## config.mk

```make
export PLATFORM = sky130hd
export DESIGN_NAME = seven_segment_serial_driver
export DESIGN_NICKNAME = d
export VERILOG_FILES = /design/src/ssd_pkg.sv /design/src/seven_segment_serial_driver.sv /design/src/ssd_front.sv /design/src/ssd_fifo.sv /design/src/ssd_back.sv
export SDC_FILE = /design/constraint.sdc
export NUM_CORES = 1
export LEC_CHECK = 0
export BUFFER_PORTS_ARGS = -buffer_cell sky130_fd_sc_hd__buf_2
export CAP_MARGIN = 20
export CORE_ASPECT_RATIO = 0.7
export CORE_UTILIZATION = 40
export CTS_CLUSTER_DIAMETER = 120
export DETAILED_ROUTE_END_ITERATION = 10
export PLACE_DENSITY_LB_ADDON = 0.25
export SYNTH_ARGS = -nofsm -noshare
export SYNTH_HDL_FRONTEND = slang
export SYNTH_SLANG_ARGS = --single-unit
```

## constraint.sdc

```tcl
create_clock -name clock -period 8.6 [get_ports clock]
set_clock_uncertainty 0.05 [all_clocks]
set_input_delay 0.43 -clock clock [delete_from_list [all_inputs] [get_ports clock]]
set_output_delay 0.43 -clock clock [all_outputs]
set_load 0.01 [all_outputs]
```

## src/ssd_pkg.sv

```systemverilog
`default_nettype none
// ----------------------------------------------------------------------------
// ssd_pkg - shared types, constants and segment tables
// Segment and digit-select codes for a four-digit active-low display,
// the frame type passed between the front end and the serialiser.
// ----------------------------------------------------------------------------
package ssd_pkg;

   localparam int BITS_PER_BYTE = 8;
   localparam int FRAME_BITS    = 2 * BITS_PER_BYTE;
   localparam int FRAME_CNT_W   = $clog2(FRAME_BITS);
   localparam int NUM_DIGITS    = 4;
   localparam int DIGIT_IDX_W   = $clog2(NUM_DIGITS);
   localparam int BIN_W         = 14;
   localparam int QUEUE_DEPTH   = 4;
   localparam int QUEUE_PTR_W   = $clog2(QUEUE_DEPTH);
   localparam int QUEUE_CNT_W   = QUEUE_PTR_W + 1;

   localparam logic [14:0] NUMBER_MAX = 15'd9999;

   localparam logic [7:0] BLANK_SEGS   = 8'hFF;
   localparam logic [7:0] POINT_SEGS   = 8'b0111_1111;
   localparam logic [7:0] POINT_SELECT = 8'hF2;

   // Input modes
   localparam logic [1:0] MODE_NUMBER = 2'd0;
   localparam logic [1:0] MODE_DIGIT  = 2'd1;
   localparam logic [1:0] MODE_LETTER = 2'd2;
   localparam logic [1:0] MODE_POINT  = 2'd3;

   typedef enum logic [1:0] {
      FRONT_IDLE,
      FRONT_EMIT
   } front_state_type;

   // One frame: segment byte then select byte, plus end-of-item mark
   typedef struct packed {
      logic [FRAME_BITS-1:0] bits;
      logic                  last;
   } frame_type;

   // Segment byte for a decimal digit; codes above nine are blank
   function automatic logic [7:0] seg_for_digit(input logic [3:0] d);
      logic [7:0] s;
      case (d)
         4'd0: s = 8'hC0;
         4'd1: s = 8'hF9;
         4'd2: s = 8'hA4;
         4'd3: s = 8'hB0;
         4'd4: s = 8'h99;
         4'd5: s = 8'h92;
         4'd6: s = 8'h82;
         4'd7: s = 8'hF8;
         4'd8: s = 8'h80;
         4'd9: s = 8'h90;
         default: s = BLANK_SEGS;
      endcase
      return s;
   endfunction

   // Digit-select byte for a position, leftmost first
   function automatic logic [7:0] pos_select(input logic [1:0] p);
      logic [7:0] s;
      case (p)
         2'd0: s = 8'hF1;
         2'd1: s = 8'hF2;
         2'd2: s = 8'hF4;
         2'd3: s = 8'hF8;
         default: s = 8'hF1;
      endcase
      return s;
   endfunction

   // Segment byte for a character: case folded, non-letters blank
   function automatic logic [7:0] letter_seg(input logic [7:0] ch);
      logic [7:0] up;
      logic [7:0] s;
      up = ch;
      if (ch >= 8'h61 && ch <= 8'h7A) begin
         up = ch - 8'h20;
      end
      case (up)
         8'h41: s = 8'h88;
         8'h42: s = 8'h83;
         8'h43: s = 8'hC6;
         8'h44: s = 8'hA1;
         8'h45: s = 8'h86;
         8'h46: s = 8'h8E;
         8'h47: s = 8'hC2;
         8'h48: s = 8'h89;
         8'h49: s = 8'hCF;
         8'h4A: s = 8'hE1;
         8'h4B: s = 8'h8A;
         8'h4C: s = 8'hC7;
         8'h4D: s = 8'hEA;
         8'h4E: s = 8'hC8;
         8'h4F: s = 8'hC0;
         8'h50: s = 8'h8C;
         8'h51: s = 8'h4A;
         8'h52: s = 8'hCC;
         8'h53: s = 8'h92;
         8'h54: s = 8'h87;
         8'h55: s = 8'hC1;
         8'h56: s = 8'hC1;
         8'h57: s = 8'hD5;
         8'h58: s = 8'h89;
         8'h59: s = 8'h91;
         8'h5A: s = 8'hA4;
         default: s = BLANK_SEGS;
      endcase
      return s;
   endfunction

endpackage
`default_nettype wire

```

## src/seven_segment_serial_driver.sv

```systemverilog
`default_nettype none
// ----------------------------------------------------------------------------
// seven_segment_serial_driver - serial driver for a four-digit display
// Turns display requests into bit streams for two chained shift registers.
// ----------------------------------------------------------------------------
// Usage:
//   Request side: drive req_* fields and raise req_push; the beat is taken
//   when req_full is low. Mode 0 shows a number 0..9999 (four frames; out
//   of range gives nothing), mode 1 a digit, mode 2 a letter, mode 3 the
//   decimal point of digit 1 (one frame each).
//   Response side: while rsp_empty is low, rsp_serial_bit is the next bit
//   to shift; rsp_frame_end marks the 16th bit of a frame (pulse the latch
//   after it), rsp_last the final bit of the request. rsp_pop takes it.
//   Path: a single-frame request is written into the frame queue and then
//   loaded into the serialiser; a number first enters the digit-split state.
//   Throughput: one bit per cycle from the serialiser while rsp_pop is
//   high. A number holds req_full high while it is split into digits;
//   a 4-frame queue lets the next request be decoded while the current
//   one is still shifting.
//   Stalls: holding rsp_pop low freezes the bit on the ports; the queue
//   then fills and req_full rises. Reset empties the queue and serialiser.
// ----------------------------------------------------------------------------
module seven_segment_serial_driver (
   input  wire                clock,
   input  wire                reset,
   input  wire                req_push,
   output logic               req_full,
   input  wire  [1:0]         req_mode,
   input  wire  signed [15:0] req_number,
   input  wire  [1:0]         req_position,
   input  wire  [3:0]         req_digit_value,
   input  wire  [7:0]         req_char_code,
   output logic               rsp_empty,
   input  wire                rsp_pop,
   output logic               rsp_serial_bit,
   output logic               rsp_frame_end,
   output logic               rsp_last
);

   ssd_pkg::frame_type push_frame;
   ssd_pkg::frame_type pop_frame;
   logic               q_push;
   logic               q_full;
   logic               q_pop;
   logic               q_nonempty;

   ssd_front u_front (
      .clock           (clock),
      .reset           (reset),
      .req_push        (req_push),
      .req_full        (req_full),
      .req_mode        (req_mode),
      .req_number      (req_number),
      .req_position    (req_position),
      .req_digit_value (req_digit_value),
      .req_char_code   (req_char_code),
      .q_full          (q_full),
      .q_push          (q_push),
      .q_frame         (push_frame)
   );

   ssd_fifo u_fifo (
      .clock    (clock),
      .reset    (reset),
      .push     (q_push),
      .din      (push_frame),
      .full     (q_full),
      .pop      (q_pop),
      .dout     (pop_frame),
      .nonempty (q_nonempty)
   );

   ssd_back u_back (
      .clock          (clock),
      .reset          (reset),
      .q_nonempty     (q_nonempty),
      .q_frame        (pop_frame),
      .q_pop          (q_pop),
      .rsp_empty      (rsp_empty),
      .rsp_pop        (rsp_pop),
      .rsp_serial_bit (rsp_serial_bit),
      .rsp_frame_end  (rsp_frame_end),
      .rsp_last       (rsp_last)
   );

endmodule
`default_nettype wire

```

## src/ssd_front.sv

```systemverilog
`default_nettype none
// ----------------------------------------------------------------------------
// ssd_front - item decode and frame builder
// Accepts items, classifies them by mode and pushes finished frames into
// the frame queue. Numbers are split into digits by compare and subtract,
// one digit per frame, thousands first.
// ----------------------------------------------------------------------------
module ssd_front (
   input  wire                  clock,
   input  wire                  reset,
   input  wire                  req_push,
   output logic                 req_full,
   input  wire  [1:0]           req_mode,
   input  wire  signed [15:0]   req_number,
   input  wire  [1:0]           req_position,
   input  wire  [3:0]           req_digit_value,
   input  wire  [7:0]           req_char_code,
   input  wire                  q_full,
   output logic                 q_push,
   output ssd_pkg::frame_type   q_frame
);

   ssd_pkg::front_state_type state_ff, state_in;
   logic [ssd_pkg::BIN_W-1:0]       rem_ff, rem_in;
   logic [ssd_pkg::DIGIT_IDX_W-1:0] idx_ff, idx_in;

   logic                            accept;
   logic                            in_range;
   logic [ssd_pkg::BIN_W-1:0]       weight;
   logic [ssd_pkg::BIN_W-1:0]       cur_sub;
   logic [3:0]                      cur_digit;
   logic [7:0]                      single_segs;
   logic [7:0]                      single_sel;

   // Beat taken only from idle, and only while the queue has room
   assign req_full = (state_ff != ssd_pkg::FRONT_IDLE) || q_full;
   assign accept   = req_push && !req_full;
   assign in_range = !req_number[15] && (req_number[14:0] <= ssd_pkg::NUMBER_MAX);

   // Decimal weight of the digit being emitted
   always_comb begin
      case (idx_ff)
         2'd0: weight = ssd_pkg::BIN_W'(1000);
         2'd1: weight = ssd_pkg::BIN_W'(100);
         2'd2: weight = ssd_pkg::BIN_W'(10);
         2'd3: weight = ssd_pkg::BIN_W'(1);
         default: weight = ssd_pkg::BIN_W'(1);
      endcase
   end

   // Digit = number of whole weights that fit in the remainder
   always_comb begin
      cur_digit = '0;
      cur_sub   = '0;
      for (int k = 1; k <= 9; k++) begin
         if (rem_ff >= ssd_pkg::BIN_W'(k) * weight) begin
            cur_digit = 4'(k);
            cur_sub   = ssd_pkg::BIN_W'(k) * weight;
         end
      end
   end

   // Single-frame modes
   always_comb begin
      case (req_mode)
         ssd_pkg::MODE_DIGIT: begin
            single_segs = ssd_pkg::seg_for_digit(req_digit_value);
            single_sel  = ssd_pkg::pos_select(req_position);
         end
         ssd_pkg::MODE_LETTER: begin
            single_segs = ssd_pkg::letter_seg(req_char_code);
            single_sel  = ssd_pkg::pos_select(req_position);
         end
         default: begin
            single_segs = ssd_pkg::POINT_SEGS;
            single_sel  = ssd_pkg::POINT_SELECT;
         end
      endcase
   end

   // Next state
   always_comb begin
      state_in = state_ff;
      case (state_ff)
         ssd_pkg::FRONT_IDLE: begin
            if (accept && req_mode == ssd_pkg::MODE_NUMBER && in_range) begin
               state_in = ssd_pkg::FRONT_EMIT;
            end
         end
         ssd_pkg::FRONT_EMIT: begin
            if (!q_full && idx_ff == ssd_pkg::DIGIT_IDX_W'(ssd_pkg::NUM_DIGITS - 1)) begin
               state_in = ssd_pkg::FRONT_IDLE;
            end
         end
         default: state_in = ssd_pkg::FRONT_IDLE;
      endcase
   end

   // Outputs and datapath next values
   always_comb begin
      q_push  = 1'b0;
      q_frame = '0;
      rem_in  = rem_ff;
      idx_in  = idx_ff;
      case (state_ff)
         ssd_pkg::FRONT_IDLE: begin
            q_push       = accept && (req_mode != ssd_pkg::MODE_NUMBER);
            q_frame.bits = {single_segs, single_sel};
            q_frame.last = 1'b1;
            rem_in       = req_number[ssd_pkg::BIN_W-1:0];
            idx_in       = '0;
         end
         ssd_pkg::FRONT_EMIT: begin
            q_push       = !q_full;
            q_frame.bits = {ssd_pkg::seg_for_digit(cur_digit), ssd_pkg::pos_select(idx_ff)};
            q_frame.last = (idx_ff == ssd_pkg::DIGIT_IDX_W'(ssd_pkg::NUM_DIGITS - 1));
            if (!q_full) begin
               rem_in = rem_ff - cur_sub;
               idx_in = idx_ff + 1'b1;
            end
         end
         default: begin
            q_push = 1'b0;
         end
      endcase
   end

   // Registers
   always_ff @(posedge clock) begin
      if (reset) begin
         state_ff <= ssd_pkg::FRONT_IDLE;
      end else begin
         state_ff <= state_in;
      end
      rem_ff <= rem_in;
      idx_ff <= idx_in;
   end

   // Remainder stays below ten weights, so every digit is decimal
   a_digit_decimal: assert property (@(posedge clock) disable iff (reset)
      (state_ff == ssd_pkg::FRONT_EMIT) |-> (rem_ff < ssd_pkg::BIN_W'(10) * weight))
      else $error("ssd_front: remainder too large for digit position");

endmodule
`default_nettype wire

```

## src/ssd_fifo.sv

```systemverilog
`default_nettype none
// ----------------------------------------------------------------------------
// ssd_fifo - frame queue
// Short queue of frames between the front end and the serialiser.
// ----------------------------------------------------------------------------
module ssd_fifo (
   input  wire                  clock,
   input  wire                  reset,
   input  wire                  push,
   input  ssd_pkg::frame_type   din,
   output logic                 full,
   input  wire                  pop,
   output ssd_pkg::frame_type   dout,
   output logic                 nonempty
);

   ssd_pkg::frame_type               mem_ff [ssd_pkg::QUEUE_DEPTH];
   logic [ssd_pkg::QUEUE_PTR_W-1:0]  wr_ptr_ff, wr_ptr_in;
   logic [ssd_pkg::QUEUE_PTR_W-1:0]  rd_ptr_ff, rd_ptr_in;
   logic [ssd_pkg::QUEUE_CNT_W-1:0]  count_ff, count_in;
   logic                             do_push;
   logic                             do_pop;

   assign full     = (count_ff == ssd_pkg::QUEUE_CNT_W'(ssd_pkg::QUEUE_DEPTH));
   assign nonempty = (count_ff != '0);
   assign dout     = mem_ff[rd_ptr_ff];
   assign do_push  = push && !full;
   assign do_pop   = pop && nonempty;

   // Pointer and occupancy update
   always_comb begin
      wr_ptr_in = do_push ? wr_ptr_ff + 1'b1 : wr_ptr_ff;
      rd_ptr_in = do_pop ? rd_ptr_ff + 1'b1 : rd_ptr_ff;
      count_in  = count_ff;
      if (do_push && !do_pop) begin
         count_in = count_ff + 1'b1;
      end else if (!do_push && do_pop) begin
         count_in = count_ff - 1'b1;
      end
   end

   always_ff @(posedge clock) begin
      if (reset) begin
         wr_ptr_ff <= '0;
         rd_ptr_ff <= '0;
         count_ff  <= '0;
      end else begin
         wr_ptr_ff <= wr_ptr_in;
         rd_ptr_ff <= rd_ptr_in;
         count_ff  <= count_in;
      end
      if (do_push) begin
         mem_ff[wr_ptr_ff] <= din;
      end
   end

   // Occupancy never exceeds the depth
   a_count_bound: assert property (@(posedge clock) disable iff (reset)
      count_ff <= ssd_pkg::QUEUE_CNT_W'(ssd_pkg::QUEUE_DEPTH))
      else $error("ssd_fifo: occupancy overflow");

endmodule
`default_nettype wire

```

## src/ssd_back.sv

```systemverilog
`default_nettype none
// ----------------------------------------------------------------------------
// ssd_back - frame serialiser
// Pulls frames from the queue and presents them one bit per beat, MSB of
// the segment byte first, marking the latch bit and the end of each item.
// ----------------------------------------------------------------------------
module ssd_back (
   input  wire                  clock,
   input  wire                  reset,
   input  wire                  q_nonempty,
   input  ssd_pkg::frame_type   q_frame,
   output logic                 q_pop,
   output logic                 rsp_empty,
   input  wire                  rsp_pop,
   output logic                 rsp_serial_bit,
   output logic                 rsp_frame_end,
   output logic                 rsp_last
);

   logic                            busy_ff, busy_in;
   logic [ssd_pkg::FRAME_BITS-1:0]  shift_ff, shift_in;
   logic [ssd_pkg::FRAME_CNT_W-1:0] cnt_ff, cnt_in;
   logic                            last_ff, last_in;
   logic                            at_end;
   logic                            taken;

   assign at_end = (cnt_ff == ssd_pkg::FRAME_CNT_W'(ssd_pkg::FRAME_BITS - 1));
   assign taken  = busy_ff && rsp_pop;
   assign q_pop  = q_nonempty && (!busy_ff || (taken && at_end));

   // Result ports decoded from registers alone
   assign rsp_empty      = !busy_ff;
   assign rsp_serial_bit = shift_ff[ssd_pkg::FRAME_BITS-1];
   assign rsp_frame_end  = at_end;
   assign rsp_last       = last_ff && at_end;

   // Load a new frame or shift on each taken beat
   always_comb begin
      busy_in  = busy_ff;
      shift_in = shift_ff;
      cnt_in   = cnt_ff;
      last_in  = last_ff;
      if (q_pop) begin
         busy_in  = 1'b1;
         shift_in = q_frame.bits;
         cnt_in   = '0;
         last_in  = q_frame.last;
      end else if (taken) begin
         shift_in = {shift_ff[ssd_pkg::FRAME_BITS-2:0], 1'b0};
         cnt_in   = cnt_ff + 1'b1;
         if (at_end) begin
            busy_in = 1'b0;
         end
      end
   end

   always_ff @(posedge clock) begin
      if (reset) begin
         busy_ff <= 1'b0;
         cnt_ff  <= '0;
      end else begin
         busy_ff <= busy_in;
         cnt_ff  <= cnt_in;
      end
      shift_ff <= shift_in;
      last_ff  <= last_in;
   end

   // End of item only falls on a latch bit
   a_last_on_frame_end: assert property (@(posedge clock) disable iff (reset)
      rsp_last |-> rsp_frame_end)
      else $error("ssd_back: item end away from frame end");

   // A frame cannot stop part way through
   a_no_mid_frame_stop: assert property (@(posedge clock) disable iff (reset)
      (busy_ff && !at_end) |=> busy_ff)
      else $error("ssd_back: frame dropped mid-way");

endmodule
`default_nettype wire
```

==> impl_metrics.py <==
metrics = {
    "cts": {
        "post_cts_resized": 0,
        "hold_buffers": 0,
        "clkTransAtPathRegs_ns": 0.07,
        "insertion_delay_ns": 0.34,
        "cts-root-buf": "clkbuf_16",
        "numCtsBuffers": 9,
        "clock_sinks": 100,
        "cts_setup_buffers": 0,
        "htreeDepth": 3,
        "cts_tree": "yes",
        "cts_buffer_depth": 2,
    },
    "critical_path": {
        "r2r_start": "u_front.idx_ff[1]$_SDFFCE_PN0P_",
        "crit_path_max_fanout": 16,
        "worstSetupStartpoint": "u_front.idx_ff[1]$_SDFFCE_PN0P_",
        "crit_type": "reg -> reg",
        "end_kind": "flip-flop",
        "crit_arrival_ns": 6.93,
        "r2r_setup_slack_ns": 1.71,
        "rr_endpoint": "u_front.rem_ff[13]$_DFFE_PP_",
        "worstSetupStartpointType": "flip-flop",
        "critPathRequiredTime_ns": 8.64,
        "reg2reg_depth": 25,
        "endpoint": "u_front.rem_ff[13]$_DFFE_PP_",
    },
    "route": {
        "drc": 0,
        "drtPass1Iterations": 6,
        "vias_per_cell": 5.95,
        "vias": 6799,
        "drt_iter0_markers": 864,
        "wl_per_cell_microns": 19.8,
        "ant_nets": 0,
        "wl_mm": 22.7,
    },
    "sta": {
        "fin_crit_ns": 6.89,
        "setup_viol": 0,
        "drv_slew": 0,
        "worst_slew_margin_rel_pct": 36.4,
        "fin_tns_setup_ns": 0,
        "fmax_mhz": 145,
        "rsz0062_at_grt": "no",
        "tightest_slew_ns": 0.954,
        "final.period_utilization_pct": 80.1,
        "hold_viol_final": 0,
    },
    "final_layout": {
        "syn_to_final_growth_pct": 9.14,
        "drive_above_1_share_pct": 15.1,
        "fin_cells": 1143,
        "antenna-diode-count": 0,
        "fin_nets": 1016,
    },
    "min_path": {
        "worstHoldPathType": "in -> reg",
        "min_from": "req_number[3]",
    },
    "floorplan": {
        "ioPinCount": 41,
        "start_util_pct": 41.4,
        "die_area_sq_mm": 0.0214,
        "coreArea_sq_mm": 0.0201,
        "dieHeight_microns": 123,
        "die-width_microns": 175,
        "rows": 43,
    },
    "pwr": {
        "irDropWorstVdd_uv": 128,
        "leakagePower_uw": 0.00358,
        "cellPowerDensity_mw_per_mm2": 190,
    },
    "synth": {
        "syn_inst": 843,
        "yosys.area_share.simple_pct": 14.8,
        "muxShareOfSynthArea_pct": 8.85,
        "synth-seq-area-share_pct": 34.2,
        "synth_fp_nets": 991,
        "synth-edff-count": 85,
        "synth_ff_type": "edfxtp_1",
        "synth_top_family_by_area": "compound AO/OA/AOI/OAI gates",
        "synth_xor_area_share_pct": 2.63,
        "syn_area_per_cell_sq_um": 9.89,
        "synth_cell_types": 80,
        "synth_adder_area_share_pct": 17.1,
        "netlist_area_sq_mm": 0.00834,
        "async_flop_share_pct": 0,
        "synth_compound_area_share_pct": 18.6,
        "ys_ff_latch": 100,
        "yosysWarnings": 0,
    },
    "global_route": {
        "grt-ovfl-total": 0,
        "antenna_found_initial": 0,
        "grt_pass1_wl_mm": 35.3,
        "grt_max_degree": 52,
        "grt_pass1_vias": 6147,
        "gr-usage-all-layers_pct": 21.5,
    },
    "place": {
        "place.detailed.hpwl_mm": 17.2,
        "placed_cells": 1127,
        "port_buffers": 40,
        "gp_congestion": 0.946,
    },
    "flow_run": {
        "cap_violations": 0,
    },
    "run_status": {
        "status": "complete, no violations",
    },
}
worst min path at each step:
stage,slack [ns],cells after the start,to
after global routing,0.35,2,u_front.rem_ff[2]$_DFFE_PP_
after detailed placement,0.44,1,u_back.shift_ff[4]$_SDFFCE_PP1P_
after CTS,0.35,2,u_front.rem_ff[2]$_DFFE_PP_
final,0.35,2,u_front.rem_ff[3]$_DFFE_PP_
after floorplan,0.41,2,u_fifo.count_ff[2]$_SDFFE_PP0P_
after global placement,0.43,2,u_fifo.count_ff[2]$_SDFFE_PP0P_
logic make-up (layout without fill, tap and decap cells):
group                      Yosys count  in the layout
muxes                               52             52
and+or+nand+nor                    237            237
adders and majority gates          112            112
AOI/OAI and AO/OA                  237            237
buffers and inverters               80            110
DFF                                100            100
xor gates and xnor gates            25             25
layout by cell type, fill, tap and decap left out, types with 4 or more instances in the layout:
| master | Yosys | final |
|---|---|---|
| a31oi_1 | 12 | 12 |
| a221oi_1 | 5 | 5 |
| clkbuf_16 | 0 | 10 |
| nor2_1 | 51 | 51 |
| nand2_1 | 63 | 63 |
| mux2_2 | 24 | 24 |
| mux4_2 | 15 | 15 |
| o21ai_0 | 62 | 62 |
| xor2_1 | 9 | 9 |
| or2_2 | 8 | 8 |
| o41ai_1 | 4 | 4 |
| nor4_1 | 7 | 7 |
| nor2b_1 | 13 | 13 |
| o221ai_1 | 4 | 4 |
| nand2b_1 | 15 | 15 |
| a211o_1 | 4 | 4 |
| and2_1 | 12 | 12 |
| a31o_2 | 4 | 4 |
| xnor2_1 | 16 | 16 |
| ha_1 | 109 | 109 |
| o22ai_1 | 7 | 7 |
| buf_2 | 1 | 40 |
| a21o_1 | 10 | 10 |
| nand4b_1 | 4 | 4 |
| o21a_1 | 7 | 7 |
| or4_1 | 5 | 5 |
| a21oi_1 | 56 | 56 |
| or3_1 | 4 | 4 |
| a211oi_1 | 12 | 12 |
| nor3_1 | 11 | 11 |
| o31ai_1 | 4 | 4 |
| dfxtp_1 | 15 | 14 |
| buf_4 | 0 | 10 |
| inv_1 | 43 | 43 |
| nand3_1 | 14 | 14 |
| edfxtp_1 | 85 | 85 |
| mux2i_1 | 13 | 13 |
| and3_1 | 6 | 6 |
| o211ai_1 | 7 | 7 |
| nand4_1 | 5 | 5 |
power breakdown:
part | internal, uW | switching, uW
sequential | 649 | 71.6
clock | 221 | 169
combinational | 282 | 337
metal layers:
metal	vias up	track usage [%]	wire, microns
li1	3265	-	-
met1	3228	34.5	11800
met2	287	28.1	8570
met3	19	6.35	2150
met4	0	2.88	164
met5	-	0	0
sequential cells by signal, summed over array words and instances (netlist names), named ones only:
register	count
u_front.state_ff	1
u_back.busy_ff	1
u_fifo.count_ff	3
u_front.idx_ff	2
u_front.rem_ff	14
u_back.cnt_ff	4
u_back.shift_ff	16
u_fifo.mem_ff	52
u_back.last_ff	1
u_fifo.rd_ptr_ff	2
u_fifo.wr_ptr_ff	2
cells in the mapped netlist (8+ instances only):
master / count / area share, %
dfxtp_1: 15 / 3.6
a21oi_1: 56 / 3.4
inv_1: 43 / 1.9
xnor2_1: 16 / 1.7
nor2_1: 51 / 2.3
mux2i_1: 13 / 1.6
nand2b_1: 15 / 1.1
clkbuf_1: 30 / 1.4
nor2b_1: 13 / 0.98
a211oi_1: 12 / 1.1
nand3_1: 14 / 0.84
mux2_2: 24 / 3.2
and2_1: 12 / 0.90
o21ai_0: 62 / 3.7
nor3_1: 11 / 0.66
or2_2: 8 / 0.60
ha_1: 109 / 16
mux4_2: 15 / 4.1
a21o_1: 10 / 0.90
nand2_1: 63 / 2.8
a31oi_1: 12 / 0.90
edfxtp_1: 85 / 31
xor2_1: 9 / 0.95
layout make-up:
class	instances	area (sq um)
clock buffer	11	264
clock inverter	5	31.3
fill	1940	11000
inverter	44	165
multi-input combinational	663	5170
sequential	100	2850
tap	270	338
timing repair buffer	50	275
worst max-delay path, cell delays in order, from the launching register on:
cell,delay (ns)
edfxtp_1,0.50
inv_1,0.17
ha_1,0.16
buf_4,0.24
clkinv_1,0.55
mux2i_1,0.32
fa_1,0.47
xnor2_1,0.30
ha_1,0.30
a21oi_1,0.11
o21ai_0,0.09
a21o_1,0.18
a21oi_1,0.13
buf_4,0.22
or3b_2,0.61
a21oi_1,0.23
o211a_1,0.18
ha_1,0.21
nor2b_1,0.12
o21ai_0,0.24
a21oi_1,0.19
nor2b_1,0.17
o21ai_0,0.14
o41a_1,0.34
xnor2_1,0.13
mux2_2,0.26
stage by stage:
stage                     hold WS [ns]  power [uW]  area, sq um  setup slack (ns)  util [%]
after floorplan                  0.412        1170         8340              2.79         -
after global placement           0.432        1340         8810              1.96      43.8
after detailed placement         0.440        1340         8810              1.81      43.8
after CTS                        0.347        1730         9100              1.80      45.2
after global routing             0.352        1840         9100              1.26      45.2
final                            0.353        1730         9100              1.71      45.2
Power figures use the tool's default switching activity.
